==> src/design/i2a_pkg.sv <==
// ----------------------------------------------------------------------------
// i2a_pkg
// Shared widths, codes, character constants, state types and helper
// functions for the integer to ASCII digit converter.
// ----------------------------------------------------------------------------
`default_nettype none

package i2a_pkg;

    localparam int unsigned VALUE_W   = 32;
    localparam int unsigned OP_W      = 2;
    localparam int unsigned CHAR_W    = 8;
    localparam int unsigned NIB_W     = 4;
    // 2^32 - 1 has ten decimal digits; hex needs eight nibbles of the ten
    localparam int unsigned DIGITS    = 10;
    localparam int unsigned DIG_W     = DIGITS * NIB_W;
    localparam int unsigned BIT_CNT_W = $clog2(VALUE_W);
    localparam int unsigned LEFT_W    = $clog2(DIGITS + 1);

    // Mode codes: signed decimal; op bit 1 selects base 16 (codes 2 and 3)
    localparam logic [OP_W-1:0] OP_SDEC       = 2'd0;
    localparam int unsigned     OP_BASE16_BIT = 1;

    localparam logic [CHAR_W-1:0] CHR_ZERO  = 8'h30;
    localparam logic [CHAR_W-1:0] CHR_A_LOW = 8'h61;
    localparam logic [CHAR_W-1:0] CHR_MINUS = 8'h2d;

    typedef enum logic [1:0] {
        CV_IDLE,
        CV_SHIFT,
        CV_DONE
    } t_conv_state;

    typedef enum logic [1:0] {
        EM_IDLE,
        EM_SKIP,
        EM_SIGN,
        EM_DIGIT
    } t_emit_state;

    // Digit word passed from the converter to the character emitter
    typedef struct packed {
        logic [DIG_W-1:0] digits;
        logic             neg;
    } t_digits;

    function automatic logic [CHAR_W-1:0] f_digit_char(input logic [NIB_W-1:0] d);
        logic [CHAR_W-1:0] c;
        if (d < NIB_W'(10)) begin
            c = CHR_ZERO + CHAR_W'(d);
        end else begin
            c = CHR_A_LOW + CHAR_W'(d - NIB_W'(10));
        end
        return c;
    endfunction

    // Shift-and-add-3 correction of one BCD digit
    function automatic logic [NIB_W-1:0] f_bcd_adjust(input logic [NIB_W-1:0] d);
        logic [NIB_W-1:0] a;
        if (d >= NIB_W'(5)) begin
            a = d + NIB_W'(3);
        end else begin
            a = d;
        end
        return a;
    endfunction

    function automatic logic f_is_bcd(input logic [DIG_W-1:0] w);
        logic ok;
        ok = 1'b1;
        for (int i = 0; i < DIGITS; i++) begin
            if (w[i*NIB_W +: NIB_W] > NIB_W'(9)) begin
                ok = 1'b0;
            end
        end
        return ok;
    endfunction

endpackage

`default_nettype wire

==> src/design/i2a_if.sv <==
// ----------------------------------------------------------------------------
// i2a_if
// Valid/ready channel interfaces for the number input and the character
// output of the integer to ASCII digit converter.
// ----------------------------------------------------------------------------
`default_nettype none

interface i2a_in_if;
    logic                       valid;
    logic                       ready;
    logic [i2a_pkg::VALUE_W-1:0] value;
    logic [i2a_pkg::OP_W-1:0]    op;

    modport source (output valid, output value, output op, input ready);
    modport sink   (input valid, input value, input op, output ready);
endinterface

interface i2a_out_if;
    logic                        valid;
    logic                        ready;
    logic [i2a_pkg::CHAR_W-1:0]  out_char;
    logic                        last;

    modport source (output valid, output out_char, output last, input ready);
    modport sink   (input valid, input out_char, input last, output ready);
endinterface

`default_nettype wire

==> src/design/integer_to_ascii_digits_core.sv <==
// ----------------------------------------------------------------------------
// integer_to_ascii_digits_core
// Converts a 32-bit word to ASCII text (signed decimal, unsigned decimal or
// lowercase hex), one character per output transaction, last one marked.
//
//   Channel  Dir  Payload           Accepted when
//   i_in     in   value[31:0], op   i_in.valid && i_in.ready
//   o_out    out  out_char[7:0],    o_out.valid && o_out.ready
//                 last
//
// Decimal: the word is loaded, then all 32 magnitude bits are shifted through
// the BCD shift register, one bit per cycle, and the digits are handed off.
// Hex skips the shift loop. The emitter then drops each leading zero nibble
// (up to 9), picks the sign or the first digit, and sends each character
// (1 to 11) while o_out is not stalled. Conversion of the next number
// overlaps emission of the current one.
// Reset is synchronous, active low, and empties both stages.
// A stalled o_out holds the output register and pauses the emitter before its next character.
// ----------------------------------------------------------------------------
`default_nettype none

module integer_to_ascii_digits_core (
    input  logic      i_clk,
    input  logic      i_rst_n,
    i2a_in_if.sink    i_in,
    i2a_out_if.source o_out
);
    import i2a_pkg::*;

    logic    w_dig_valid;
    logic    w_dig_ready;
    t_digits w_dig;

    i2a_conv u_conv (
        .i_clk       (i_clk),
        .i_rst_n     (i_rst_n),
        .i_in        (i_in),
        .o_dig_valid (w_dig_valid),
        .i_dig_ready (w_dig_ready),
        .o_dig       (w_dig)
    );

    i2a_emit u_emit (
        .i_clk       (i_clk),
        .i_rst_n     (i_rst_n),
        .i_dig_valid (w_dig_valid),
        .o_dig_ready (w_dig_ready),
        .i_dig       (w_dig),
        .o_out       (o_out)
    );

endmodule

`default_nettype wire

==> src/design/i2a_conv.sv <==
// ----------------------------------------------------------------------------
// i2a_conv
// Bit-serial binary to digit converter: takes the magnitude of the input
// word and builds ten BCD digits by shift-and-add-3, one bit per cycle.
// Hex words are loaded as nibbles directly.
// ----------------------------------------------------------------------------
`default_nettype none

module i2a_conv (
    input  logic              i_clk,
    input  logic              i_rst_n,
    i2a_in_if.sink            i_in,
    output logic              o_dig_valid,
    input  logic              i_dig_ready,
    output i2a_pkg::t_digits  o_dig
);
    import i2a_pkg::*;

    t_conv_state            r_state, n_state;
    logic [VALUE_W-1:0]     r_bin;
    logic [DIG_W-1:0]       r_bcd;
    logic [DIG_W-1:0]       w_adj;
    logic [BIT_CNT_W-1:0]   r_cnt;
    logic                   r_neg;
    logic                   r_hex;
    logic                   w_take;
    logic                   w_neg;
    logic                   w_hex;
    logic [VALUE_W-1:0]     w_mag;

    assign w_take = i_in.valid && i_in.ready;
    assign w_hex  = i_in.op[OP_BASE16_BIT];
    assign w_neg  = (i_in.op == OP_SDEC) && i_in.value[VALUE_W-1];
    // two's complement magnitude; the most negative value maps onto itself
    assign w_mag  = w_neg ? VALUE_W'(~i_in.value + 1'b1) : i_in.value;

    always_comb begin
        for (int i = 0; i < DIGITS; i++) begin
            w_adj[i*NIB_W +: NIB_W] = f_bcd_adjust(r_bcd[i*NIB_W +: NIB_W]);
        end
    end

    always_comb begin
        n_state = r_state;
        unique case (r_state)
            CV_IDLE: begin
                if (w_take) begin
                    n_state = w_hex ? CV_DONE : CV_SHIFT;
                end
            end
            CV_SHIFT: begin
                if (r_cnt == BIT_CNT_W'(VALUE_W - 1)) begin
                    n_state = CV_DONE;
                end
            end
            CV_DONE: begin
                if (i_dig_ready) begin
                    n_state = CV_IDLE;
                end
            end
            default: n_state = CV_IDLE;
        endcase
    end

    always_comb begin
        i_in.ready   = (r_state == CV_IDLE);
        o_dig_valid  = (r_state == CV_DONE);
        o_dig.digits = r_bcd;
        o_dig.neg    = r_neg;
    end

    always_ff @(posedge i_clk) begin
        if (!i_rst_n) begin
            r_state <= CV_IDLE;
        end else begin
            r_state <= n_state;
        end
    end

    always_ff @(posedge i_clk) begin
        if (w_take) begin
            r_bin <= w_mag;
            r_bcd <= w_hex ? DIG_W'(i_in.value) : '0;
            r_cnt <= '0;
            r_neg <= w_neg;
            r_hex <= w_hex;
        end else if (r_state == CV_SHIFT) begin
            // correct, then shift the next magnitude bit in at the bottom
            r_bcd <= {w_adj[DIG_W-2:0], r_bin[VALUE_W-1]};
            r_bin <= {r_bin[VALUE_W-2:0], 1'b0};
            r_cnt <= r_cnt + 1'b1;
        end
    end

    a_bcd_valid: assert property (@(posedge i_clk) disable iff (!i_rst_n)
        (r_state == CV_DONE && !r_hex) |-> f_is_bcd(r_bcd))
        else $error("decimal digit word holds a nibble above nine");

    a_take_busy: assert property (@(posedge i_clk) disable iff (!i_rst_n)
        w_take |=> (r_state != CV_IDLE))
        else $error("converter idle right after taking a transaction");

    a_shift_dec: assert property (@(posedge i_clk) disable iff (!i_rst_n)
        (r_state == CV_SHIFT) |-> !r_hex)
        else $error("hex word entered the decimal shift loop");

endmodule

`default_nettype wire

==> src/design/i2a_emit.sv <==
// ----------------------------------------------------------------------------
// i2a_emit
// Character emitter: drops leading zero nibbles one per cycle, then sends
// the sign and the digits most significant first through an output register.
// ----------------------------------------------------------------------------
`default_nettype none

module i2a_emit (
    input  logic              i_clk,
    input  logic              i_rst_n,
    input  logic              i_dig_valid,
    output logic              o_dig_ready,
    input  i2a_pkg::t_digits  i_dig,
    i2a_out_if.source         o_out
);
    import i2a_pkg::*;

    t_emit_state            r_state, n_state;
    logic [DIG_W-1:0]       r_dig;
    logic [LEFT_W-1:0]      r_left;
    logic                   r_neg;
    logic [CHAR_W-1:0]      r_char;
    logic                   r_last;
    logic                   r_ovalid;
    logic                   w_free;
    logic                   w_load;
    logic                   w_skip;
    logic                   w_shift;
    logic                   w_put_sign;
    logic                   w_put_dig;
    logic [NIB_W-1:0]       w_top;

    assign w_free = !r_ovalid || o_out.ready;
    assign w_load = i_dig_valid && o_dig_ready;
    assign w_top  = r_dig[DIG_W-1 -: NIB_W];
    // keep at least one digit so that zero prints as '0'
    assign w_skip = (w_top == '0) && (r_left != LEFT_W'(1));

    always_comb begin
        n_state = r_state;
        unique case (r_state)
            EM_IDLE: begin
                if (i_dig_valid) begin
                    n_state = EM_SKIP;
                end
            end
            EM_SKIP: begin
                if (!w_skip) begin
                    n_state = r_neg ? EM_SIGN : EM_DIGIT;
                end
            end
            EM_SIGN: begin
                if (w_free) begin
                    n_state = EM_DIGIT;
                end
            end
            EM_DIGIT: begin
                if (w_free && r_left == LEFT_W'(1)) begin
                    n_state = EM_IDLE;
                end
            end
            default: n_state = EM_IDLE;
        endcase
    end

    always_comb begin
        o_dig_ready = (r_state == EM_IDLE);
        w_put_sign  = (r_state == EM_SIGN) && w_free;
        w_put_dig   = (r_state == EM_DIGIT) && w_free;
        w_shift     = ((r_state == EM_SKIP) && w_skip) || w_put_dig;
    end

    assign o_out.valid    = r_ovalid;
    assign o_out.out_char = r_char;
    assign o_out.last     = r_last;

    always_ff @(posedge i_clk) begin
        if (!i_rst_n) begin
            r_state  <= EM_IDLE;
            r_ovalid <= 1'b0;
        end else begin
            r_state <= n_state;
            if (w_put_sign || w_put_dig) begin
                r_ovalid <= 1'b1;
            end else if (o_out.ready) begin
                r_ovalid <= 1'b0;
            end
        end
    end

    always_ff @(posedge i_clk) begin
        if (w_load) begin
            r_dig  <= i_dig.digits;
            r_left <= LEFT_W'(DIGITS);
            r_neg  <= i_dig.neg;
        end else if (w_shift) begin
            r_dig  <= {r_dig[DIG_W-NIB_W-1:0], {NIB_W{1'b0}}};
            r_left <= r_left - 1'b1;
        end
        if (w_put_sign) begin
            r_char <= CHR_MINUS;
            r_last <= 1'b0;
        end else if (w_put_dig) begin
            r_char <= f_digit_char(w_top);
            r_last <= (r_left == LEFT_W'(1));
        end
    end

    a_left_nonzero: assert property (@(posedge i_clk) disable iff (!i_rst_n)
        (r_state != EM_IDLE) |-> (r_left != '0))
        else $error("emitter busy with no digits left");

    a_load_skip: assert property (@(posedge i_clk) disable iff (!i_rst_n)
        w_load |=> (r_state == EM_SKIP))
        else $error("loaded digit word did not start the zero skip");

    a_sign_neg: assert property (@(posedge i_clk) disable iff (!i_rst_n)
        (r_state == EM_SIGN) |-> r_neg)
        else $error("sign emitted for a non-negative number");

endmodule

`default_nettype wire

==> src/flat_wrapper.sv <==
// flat-port wrapper written by rule: the top's interface ports become plain ports
module integer_to_ascii_digits_core_flat import i2a_pkg::*;
  (i_clk, i_rst_n, i_in_valid, i_in_value, i_in_op, i_in_ready, o_out_valid, o_out_out_char, o_out_last, o_out_ready);
  i2a_in_if i_in_i ();
  i2a_out_if o_out_i ();
  input  logic i_clk;
  input  logic i_rst_n;
  input wire logic [$bits(i_in_i.valid)-1:0] i_in_valid;
  input wire logic [$bits(i_in_i.value)-1:0] i_in_value;
  input wire logic [$bits(i_in_i.op)-1:0] i_in_op;
  output wire logic [$bits(i_in_i.ready)-1:0] i_in_ready;
  output wire logic [$bits(o_out_i.valid)-1:0] o_out_valid;
  output wire logic [$bits(o_out_i.out_char)-1:0] o_out_out_char;
  output wire logic [$bits(o_out_i.last)-1:0] o_out_last;
  input wire logic [$bits(o_out_i.ready)-1:0] o_out_ready;
  assign i_in_i.valid = i_in_valid;
  assign i_in_i.value = i_in_value;
  assign i_in_i.op = i_in_op;
  assign i_in_ready = i_in_i.ready;
  assign o_out_valid = o_out_i.valid;
  assign o_out_out_char = o_out_i.out_char;
  assign o_out_last = o_out_i.last;
  assign o_out_i.ready = o_out_ready;
  integer_to_ascii_digits_core u_core (.i_clk(i_clk), .i_rst_n(i_rst_n), .i_in(i_in_i), .o_out(o_out_i));
endmodule
==> config.mk <==
export PLATFORM = sky130hd
export DESIGN_NAME = integer_to_ascii_digits_core_flat
export DESIGN_NICKNAME = d
export VERILOG_FILES = /design/src/design/i2a_pkg.sv /design/src/design/i2a_if.sv /design/src/design/integer_to_ascii_digits_core.sv /design/src/design/i2a_conv.sv /design/src/design/i2a_emit.sv /design/src/flat_wrapper.sv
export SDC_FILE = /design/constraint.sdc
export NUM_CORES = 1
export LEC_CHECK = 0
export ABC_CLOCK_PERIOD_IN_PS = 4040
export BUFFER_PORTS_ARGS = -buffer_cell sky130_fd_sc_hd__buf_2
export CORE_AREA = 2 2 119 121
export DETAILED_ROUTE_END_ITERATION = 6
export DIE_AREA = 0 0 121 123
export PLACE_DENSITY = 0.7
export SLEW_MARGIN = 20
export SYNTH_ARGS = -nofsm -noshare
export SYNTH_HDL_FRONTEND = slang
export SYNTH_SLANG_ARGS = --single-unit
==> constraint.sdc <==
create_clock -name i_clk -period 4.04 [get_ports i_clk]
set_input_delay 0.202 -clock i_clk [delete_from_list [all_inputs] [get_ports i_clk]]
set_output_delay 0.202 -clock i_clk [all_outputs]
set_load 0.005 [all_outputs]
==> out/metrics.csv, run 1 <==
metric,value,unit
status,"complete, no violations",
CTS root buf,clkbuf_16,
Fmax,0.3990,GHz
worst-skew pair later-pin latency,0.42,ns
Final Skew,0.006730,ns
DRT antenna net count,0,
share of power burned in combinational logic,22.9,%
"Remaining Overflow, GRT",0,
Final Cycle Share,62.04,%
post-layout minimum cycle time,2.506,ns
Antenna Cells,0,
Sw Share,30.79,%
element type at the critical path start,flip-flop,
# resized after CTS,0,
Post-synth EDFFs,114,
Avg WL per Cell,15.58,um
design area,8334,sq um
DRC,0,
internal power,3.164,mW
dpl hpwl,10640,um
Post-Route WL,15380,um
FP Rows,43,
worst path required time,4.16,ns
PortBufs,48,
post-synthesis sequential area ratio,52.54,%
maximum vdd drop,0.0003031,V
final hold vios,0,
largest net degree at the start of global routing,82,
CP peak stage delay,0.69,ns
Async SR Flop Fraction,0,%
RSZ-0062 raised after global routing,false,
Slew Limit Fails,0,
Post-DP Area,7779,sq um
share of cells above drive strength 1,12.39,%
Slew HR,40.16,%
Setup crit end kind,flip-flop,
TritonCTS clock tree,yes,
critical path data arrival time,2.63,ns
via/cell ratio,5.532,
Horiz. Die Dim,121,um
first-pass GRT wire length,25090,um
yosys warns,0,
Die Y,123,um
Initial Util,54.31,%
Clock Power Share,31.8,%
Area Overhead vs Synth,12.75,%
gate count of the mapped netlist,758,
leakage power,3.256,nW
Post-CTS Setup Inserts,0,
Cell Pwr Density,548.5,nW/um^2
"Cell Area, Synth",7392,sq um
nets@finish,867,
Yosys cell types,48,
TritonCTS buffer count,17,
Post-synth top flop,edfxtp_1,
Crit-path slowest cell,nand2_1,
mean area per synthesized cell,9.752,sq um
gr usage total,21.66,%
Crit path max-delay family,simple AND/OR/NAND/NOR gates,
"Reg clk slew, reported paths",0.06,ns
placer congestion estimate,0.8870,
Post-Route Setup TNS,0,ns
Final setup viols,0,
CP max FO,21,
Slew @ Worst Pin,0.8955,ns
number of global-route vias before repair,5200,
sequential share of power,45.3,%
Crit Path Class,reg -> reg,
Tightest Hold Check Type,in -> reg,
1st-pass router iterations,5,
I/O pin cnt,49,
clk buf depth,2,
#FFs+latches synth,137,
Clock H-tree levels,4,
total power,4.572,mW
TritonCTS Sinks,137,
initial antenna violation count,0,
Die Footprint,14880,sq um
CP bufs+invs,2,
net switching power,1.408,mW
Vias,5460,
max cap viols,0,
FILL cells,1137,
Syn Nets,831,
initial detailed-routing violation count,357,
"Critical Path, Cell by Cell",inv_1 > ha_1 > nor3b_1 > nor4_1 > nor2_1 > nand2_1 > buf_12,
core area,13610,sq um
cts hold-fix bufs,0,
## synth_stat cells (10+ instances only)
master / n / area (sq um)
a21oi_1: 47 / 235.2
clkbuf_1: 29 / 108.9
dfxtp_1: 23 / 460.4
edfxtp_1: 114 / 3423
ha_1: 35 / 437.9
inv_1: 34 / 127.6
nand2_1: 135 / 506.7
nand2b_1: 14 / 87.58
nand3_1: 35 / 175.2
nor2_1: 49 / 183.9
nor3b_1: 10 / 75.07
o21ai_0: 78 / 390.4
o21ai_1: 11 / 55.05
o31ai_1: 10 / 75.07
xnor2_1: 31 / 271.5
xor2_1: 27 / 236.5
## layout by cell type (no fill, tap or decap), types with 11 or more instances in the layout
| cell | Yosys | routed |
|---|---|---|
| edfxtp_1 | 114 | 114 |
| nand2b_1 | 14 | 14 |
| buf_2 | 1 | 48 |
| dfxtp_1 | 23 | 23 |
| xor2_1 | 27 | 27 |
| o21ai_1 | 11 | 11 |
| inv_1 | 34 | 34 |
| o21ai_0 | 78 | 78 |
| nor2_1 | 49 | 49 |
| clkbuf_16 | 0 | 17 |
| nand2_1 | 135 | 134 |
| nand3_1 | 35 | 35 |
| a21oi_1 | 47 | 47 |
| ha_1 | 35 | 35 |
| xnor2_1 | 31 | 31 |
## per-layer routing
metal | vias up | part of all wire (%) | wire [um] | global-route usage [%]
met1 | 2610 | 46 | 7044 | 29.08
met2 | 110 | 49 | 7509 | 35.71
met4 | 0 | 1.4 | 210 | 7.195
met5 | - | 0 | 0 | 0
li1 | 2723 | - | - | -
met3 | 17 | 4.0 | 617 | 3.967
## kinds of logic (layout without fill, tap and decap cells)
| group | after synthesis | after routing | synth area share [%] |
|---|---|---|---|
| xor+xnor | 58 | 58 | 6.872 |
| compound gates | 166 | 166 | 12.41 |
| fa+ha+maj | 35 | 35 | 5.924 |
| simple gates | 287 | 287 | 17.99 |
| buf+inv | 71 | 120 | 3.724 |
| flops | 137 | 137 | 52.54 |
| mux | 4 | 4 | 0.5417 |
## state kept, by name (all words and copies together) (netlist names)
register / cells
u_core.u_conv.r_cnt: 5
u_core.u_emit.r_dig: 40
u_core.u_emit.o_out.last: 1
u_core.u_conv.r_bcd: 40
u_core.u_emit.o_out.out_char: 8
u_core.u_conv.r_bin: 32
u_core.u_conv.r_neg: 1
u_core.u_conv.r_state: 2
u_core.u_emit.r_state: 2
u_core.u_emit.o_out.valid: 1
u_core.u_emit.r_neg: 1
u_core.u_emit.r_left: 4
## per-stage QoR
step / utilization [%] / worst slack [ns] / hold WS (ns) / cells
finish: 61.23 / 1.534 / 0.05681 / 987
global placement: 57.15 / 1.596 / 0.4177 / 955
CTS: 61.23 / 1.529 / 0.05079 / 987
global route: 61.23 / 1.293 / 0.04751 / 987
detailed placement: 57.15 / 1.545 / 0.4287 / 955
floorplan: - / 1.498 / 0.3237 / 758
## final timing paths
path	from	end	slack (ns)	cells past startpoint
worst max-delay path	u_core.u_emit.r_left[1]	u_core.u_emit.r_dig[39]	1.53	7
worst min register to register	u_core.u_conv.r_neg	u_core.u_emit.r_neg	0.45	0
worst min-delay path	i_rst_n	u_core.u_emit.o_out.valid	0.06	2
worst max register to register	u_core.u_emit.r_left[1]	u_core.u_emit.r_dig[39]	1.53	7
## worst reg2reg max path, stage by stage, from the launching register on
cell     delay (ns)
dfxtp_1        0.34
inv_1          0.08
ha_1           0.17
nor3b_1        0.15
nor4_1         0.36
nor2_1         0.15
nand2_1        0.69
buf_12         0.25
## cell type report
type / instances / area [sq um] / area share (%)
flip-flops and latches: 137 / 3884 / 46.60
multi-input cells: 550 / 3236 / 38.82
clock buffers: 18 / 429.2 / 5.149
repair buffers: 53 / 302.8 / 3.633
well taps: 180 / 225.2 / 2.702
inverters: 35 / 131.4 / 1.576
clock inverters: 14 / 126.4 / 1.516
## power groups by stage
stage,registers [mW],logic [mW],clock network [mW]
global placement,2.08,0.986,0
global route,2.10,1.19,1.53
detailed placement,2.09,1.04,0
CTS,2.07,1.05,1.47
finish,2.07,1.05,1.46
floorplan,2.06,0.761,0
No activity file was read; power rests on OpenSTA's default activity.
==> inputs of run 2 (changes only) <==
Settings changed: ABC_AREA set to 1, ABC_CLOCK_PERIOD_IN_PS 4040 to 2600, CORE_AREA 2 2 119 121 to 2 2 122 124, DIE_AREA 0 0 121 123 to 0 0 124 126, PLACE_DENSITY 0.7 to 0.69.
Clock period 4.04 ns to 2.6 ns, I/O delays scaled along.
==> out/metrics.csv, run 2 <==
metric,value,unit,change
CP max FO,33,,+57%
Hold Path Origin,o_out_ready,,
dpl hpwl,12000,um,+13%
Horiz. Die Dim,124,um,+2.5%
Tightest Hold Check Type,in -> reg,,
critical path data arrival time,2.19,ns,-0.44 ns
# resized after CTS,0,,unchanged
FILL cells,1244,,+9.4%
Post-Route Setup TNS,0,ns,unchanged
Syn Nets,966,,+16%
"top cells by area, synth","edfxtp_1, nand2_1, o21ai_0",,
Final Util,60.81,%,-0.42 points
clk buf depth,2,,unchanged
first-pass GRT wire length,28920,um,+15%
max cap viols,0,,unchanged
FP Rows,44,,+2.3%
Top Registers,"u_core.u_conv.r_bcd (40), u_core.u_emit.r_dig (40), u_core.u_conv.r_bin (32)",,
largest net degree at the start of global routing,80,,-2.4%
number of global-route vias before repair,5976,,+15%
share of cells above drive strength 1,11.30,%,-1.1 points
Post-synth top flop,edfxtp_1,,
placer congestion estimate,0.8953,,+0.94%
cts hold-fix bufs,1,,+1
"Remaining Overflow, GRT",0,,unchanged
yosys warns,0,,unchanged
"Reg clk slew, reported paths",0.06,ns,about the same
sequential share of power,41.8,%,-3.5 points
Cell Pwr Density,1017,nW/um^2,+85%
Final Skew,0.007766,ns,+0.001036 ns
Slew HR,55.87,%,+16 points
leakage power,3.839,nW,+18%
Yosys cell types,39,,-19%
RR Endpoint,u_core.u_emit.r_dig[4],,
Place WS,0.5871,ns,-0.9578 ns
Synth top area share,44.49,%,-1.8 points
TritonCTS buffer count,17,,unchanged
DRC,0,,unchanged
gr usage total,24.04,%,+2.4 points
Setup crit end kind,flip-flop,,
share of power burned in combinational logic,31.9,%,+9.0 points
element type at the critical path start,flip-flop,,
initial detailed-routing violation count,570,,+60%
Final WS setup,0.5214,ns,-1.012 ns
I/O pin cnt,49,,unchanged
nets@finish,1016,,+17%
Post-CTS Setup Inserts,0,,unchanged
via/cell ratio,5.479,,-0.96%
post-synthesis sequential area ratio,50.47,%,-2.1 points
Slew Limit Fails,0,,unchanged
Avg WL per Cell,15.34,um,-1.5%
final hold vios,0,,unchanged
Fmax,0.4811,GHz,+21%
net switching power,3.073,mW,+120%
M1 GR Usage,34.11,%,+5.0 points
"most used cell, CP",nand2_1,,
Final Cycle Share,79.95,%,+18 points
DRT antenna net count,0,,unchanged
Die Footprint,15620,sq um,+5.0%
post-layout minimum cycle time,2.079,ns,-0.4277 ns
Post-synth EDFFs,114,,unchanged
worst-skew pair later-pin latency,0.42,ns,about the same
Final setup viols,0,,unchanged
worst r2r src,u_core.u_emit.r_state[1],,
Antenna Cells,0,,unchanged
initial antenna violation count,0,,unchanged
design area,8705,sq um,+4.4%
Die Y,126,um,+2.4%
total power,8.850,mW,+94%
Initial Util,53.76,%,-0.55 points
CTS root buf,clkbuf_16,,
internal power,5.777,mW,+83%
met2 Use GR,36.07,%,+0.36 points
Clock Power Share,26.3,%,-5.5 points
Critical Path End,u_core.u_emit.r_dig[4],,
gate count of the mapped netlist,893,,+18%
core area,14310,sq um,+5.2%
Async SR Flop Fraction,0,%,unchanged
worst path required time,2.71,ns,-1.45 ns
worst reg2reg path depth,6,,-1
Crit-path slowest cell,dfxtp_1,,
synth cell count leaders,"nand2_1, edfxtp_1, inv_1",,
mean area per synthesized cell,8.617,sq um,-12%
status,"complete, no violations",,
#FFs+latches synth,137,,unchanged
CP peak stage delay,0.37,ns,-0.32 ns
RSZ-0062 raised after global routing,false,,
1st-pass router iterations,7,,+2
Sw Share,34.72,%,+3.9 points
Slew @ Worst Pin,0.6619,ns,-0.2336 ns
PortBufs,48,,unchanged
Crit Path Class,reg -> reg,,
Area Overhead vs Synth,13.12,%,
R2R setup slack,0.52,ns,-1.01 ns
most common cell in the netlist,nand2_1,,
register area,3884,sq um,unchanged
Yosys top cell by area,edfxtp_1,,
peak-usage layer in the global routing report,met2,,
most frequent cells in the layout,"nand2_1, edfxtp_1, inv_1, o21ai_0, nor2_1",,
Post-DP Area,8119,sq um,+4.4%
maximum vdd drop,0.0005321,V,+76%
Vias,6246,,+14%
multi-input logic area,3256,sq um,+0.62%
worst setup path startpoint,u_core.u_emit.r_state[1],,
met3 Use GR,5.933,%,+2.0 points
"Cell Area, Synth",7695,sq um,+4.1%
"leading cell type in the layout, fill and taps excluded",nand2_1,,
Clock H-tree levels,4,,unchanged
"Critical Path, Cell by Cell",ha_1 > nand2_1 > nand2_1 > inv_1 > nand2_1 > buf_12,,
TritonCTS clock tree,yes,,
Post-Route WL,17490,um,+14%
TritonCTS Sinks,137,,unchanged
-- run 2: critical path: cells and delay by family (launching register included) --
kind	cells	cell delay [ns]
flops	1	0.37
fa+ha+maj	1	0.20
buf+inv	2	0.39
simple gates	3	0.80
-- run 2: cell families (layout without fill, tap and decap cells) --
kind of cell               count (synthesis)  in the layout  share of synthesized area, %
adders and majority gates                 35             35                         5.691
buffers and inverters                    141            204                         7.252
DFF                                      137            137                         50.47
xor gates and xnor gates                  17             17                         1.935
AOI/OAI and AO/OA                        180            180                         13.69
and+or+nand+nor                          383            383                         20.96
-- run 2: power groups by stage --
stage                     logic, mW  clock network [mW]  registers, mW
after floorplan                2.09                   0           3.65
after global placement         2.75                   0           3.72
after detailed placement       2.79                   0           3.74
after CTS                      2.83                2.35           3.70
after global routing           3.27                2.45           3.78
final                          2.82                2.32           3.70
-- run 2: how the worst min path moves through the flow --
stage / end / cells after the start
6_report: u_core.u_emit.o_out.valid / 4
5_1_grt: u_core.u_emit.o_out.valid / 4
4_1_cts: u_core.u_emit.o_out.valid / 4
3_5_place_dp: u_core.u_emit.r_state[1] / 3
3_3_place_gp: u_core.u_emit.r_state[1] / 3
2_1_floorplan: u_core.u_emit.r_state[1] / 2
-- run 2: stage by stage --
stage / hold slack [ns] / cells
2_1_floorplan: 0.2684 / 893
3_3_place_gp: 0.4008 / 1107
3_5_place_dp: 0.4085 / 1107
4_1_cts: 0.02068 / 1140
5_1_grt: 0.06045 / 1140
6_report: 0.03406 / 1140
-- run 2: cell type report --
class	count	share of cell area [%]
Timing Repair Buffer	55	3.680
Tap cell	184	2.645
Multi-Input combinational cell	615	37.40
Clock inverter	6	0.3737
Sequential cell	137	44.62
Clock buffer	26	6.238
Inverter	117	5.045
-- run 2: metal layers --
layer	wire length, um	vias up
met5	0	-
met4	387	0
met3	951	35
met2	8058	194
met1	8095	2890
li1	-	3127
==> inputs of run 3 (changes only) <==
Settings changed: ABC_AREA 1 to 0, ABC_CLOCK_PERIOD_IN_PS 2600 to 1900, CORE_AREA 2 2 122 124 to 2 2 119 121, DIE_AREA 0 0 124 126 to 0 0 121 123, PLACE_DENSITY 0.69 to 0.73.
Clock period 2.6 ns to 1.9 ns, I/O delays scaled along.
==> out/metrics.csv, run 3 (synthesized netlist as in run 1, its figures left out) <==
metric,value,unit,change
Final Util,64.47,%,+3.7 points
"leading cell type in the layout, fill and taps excluded",nand2_1,,
most frequent cells in the layout,"nand2_1, edfxtp_1, o21ai_0, nor2_1, buf_2",,
PortBufs,48,,unchanged
Crit Path Class,reg -> reg,,
TritonCTS Sinks,137,,unchanged
placer congestion estimate,0.8561,,-4.4%
max cap viols,0,,unchanged
CTS root buf,clkbuf_16,,
leakage power,3.497,nW,-8.9%
CP max FO,2,,-94%
1st-pass router iterations,5,,-2
initial detailed-routing violation count,382,,-33%
Top Registers,"u_core.u_conv.r_bcd (40), u_core.u_emit.r_dig (40), u_core.u_conv.r_bin (32)",,
Final setup viols,0,,unchanged
worst path required time,2.21,ns,-0.50 ns
post-layout minimum cycle time,1.871,ns,-0.2080 ns
Avg WL per Cell,15.60,um,+1.6%
multi-input logic area,3338,sq um,+2.5%
worst-skew pair later-pin latency,0.41,ns,about the same
gr usage total,22.78,%,-1.3 points
largest net degree at the start of global routing,62,,-23%
clk buf depth,2,,unchanged
FILL cells,1064,,-14%
number of global-route vias before repair,5555,,-7.0%
critical path data arrival time,2.18,ns,about the same
final hold vios,0,,unchanged
Slew HR,70.27,%,+14 points
TritonCTS buffer count,17,,unchanged
Die Footprint,14880,sq um,-4.7%
"Remaining Overflow, GRT",0,,unchanged
Tightest Hold Check Type,in -> reg,,
"Reg clk slew, reported paths",0.05,ns,about the same
design area,8776,sq um,+0.82%
via/cell ratio,5.553,,+1.4%
Setup crit end kind,flip-flop,,
Antenna Cells,0,,unchanged
Post-DP Area,8170,sq um,+0.63%
Die Y,123,um,-2.4%
Post-Route WL,16050,um,-8.2%
dpl hpwl,11140,um,-7.2%
Fmax,0.5346,GHz,+11%
Initial Util,54.31,%,+0.55 points
I/O pin cnt,49,,unchanged
initial antenna violation count,0,,unchanged
element type at the critical path start,flip-flop,,
Clock H-tree levels,4,,unchanged
nets@finish,911,,-10%
Area Overhead vs Synth,18.72,%,
met3 Use GR,5.397,%,-0.54 points
Vias,5714,,-8.5%
M1 GR Usage,29.40,%,-4.7 points
Cell Pwr Density,1118,nW/um^2,+9.9%
maximum vdd drop,0.0008707,V,+64%
Post-CTS Setup Inserts,0,,unchanged
status,"complete, no violations",,
Horiz. Die Dim,121,um,-2.4%
Slew @ Worst Pin,0.4455,ns,-0.2164 ns
DRT antenna net count,0,,unchanged
peak-usage layer in the global routing report,met2,,
Slew Limit Fails,0,,unchanged
DRC,0,,unchanged
first-pass GRT wire length,26320,um,-9.0%
RSZ-0062 raised after global routing,true,,
core area,13610,sq um,-4.9%
Final Skew,0.008034,ns,+0.0002674 ns
FP Rows,43,,-2.3%
TritonCTS clock tree,yes,,
register area,3886,sq um,about the same
Final Cycle Share,98.45,%,+19 points
share of cells above drive strength 1,17.20,%,+5.9 points
met2 Use GR,37.68,%,+1.6 points
run 3: routing by layer:
| layer | wire length, um | vias up |
|---|---|---|
| met3 | 699 | 34 |
| met2 | 7903 | 137 |
| li1 | - | 2803 |
| met5 | 0 | - |
| met4 | 343 | 0 |
| met1 | 7104 | 2740 |
run 3: cell type report:
type | instances | area share [%]
clock buffers | 23 | 5.104
well taps | 180 | 2.566
clock inverters | 7 | 0.6131
repair buffers | 97 | 7.898
flip-flops and latches | 137 | 44.28
multi-input cells | 550 | 38.04
inverters | 35 | 1.497
run 3: power breakdown:
group,total [mW],leakage [nW],switching (mW),internal (mW)
clock network,2.90,0.242,1.14,1.76
registers,4.41,1.29,0.359,4.05
logic,2.50,1.96,1.46,1.04
run 3: worst max-delay path, cell delays in order (launching register included):
cell and delay, ns:
dfxtp_2 0.33, inv_1 0.05, ha_1 0.18, nor3b_4 0.17, nor4_4 0.29, nor2_2 0.13, buf_4 0.17, nor4_2 0.20
xnor2_1 0.18, nand2_1 0.07
run 3: final timing paths:
check                                              from                       to  slack [ns]  depth (start not counted)
worst min register to register      u_core.u_conv.r_neg      u_core.u_emit.r_neg        0.45                          0
worst min-delay path                      i_in_value[0]   u_core.u_conv.r_bcd[0]        0.03                          3
worst max-delay path            u_core.u_emit.r_left[1]  u_core.u_emit.r_left[3]        0.03                          9
worst max register to register  u_core.u_emit.r_left[1]  u_core.u_emit.r_left[3]        0.03                          9
run 3: repair_timing:
action,CTS,global route
endpoints found under the hold margin,5,0
gates cloned,0,0
pin swaps,2,2
endpoints found under the setup margin,50,70
hold buffers,1,0
gates resized for setup,7,15
run 3: stage by stage:
| step | setup slack (ns) | TNS (ns) | cells | hold WS (ns) | power (mW) |
|---|---|---|---|---|---|
| floorplan | -0.02927 | -0.1310 | 758 | 0.2167 | 5.992 |
| global placement | -0.1724 | -4.415 | 998 | 0.3640 | 6.658 |
| detailed placement | -0.2259 | -6.971 | 998 | 0.3808 | 6.839 |
| CTS | 0.002627 | 0 | 1029 | 0.005961 | 9.783 |
| global route | -0.04883 | -0.1007 | 1029 | 0.03237 | 10.35 |
| finish | 0.02942 | 0 | 1029 | 0.03055 | 9.808 |
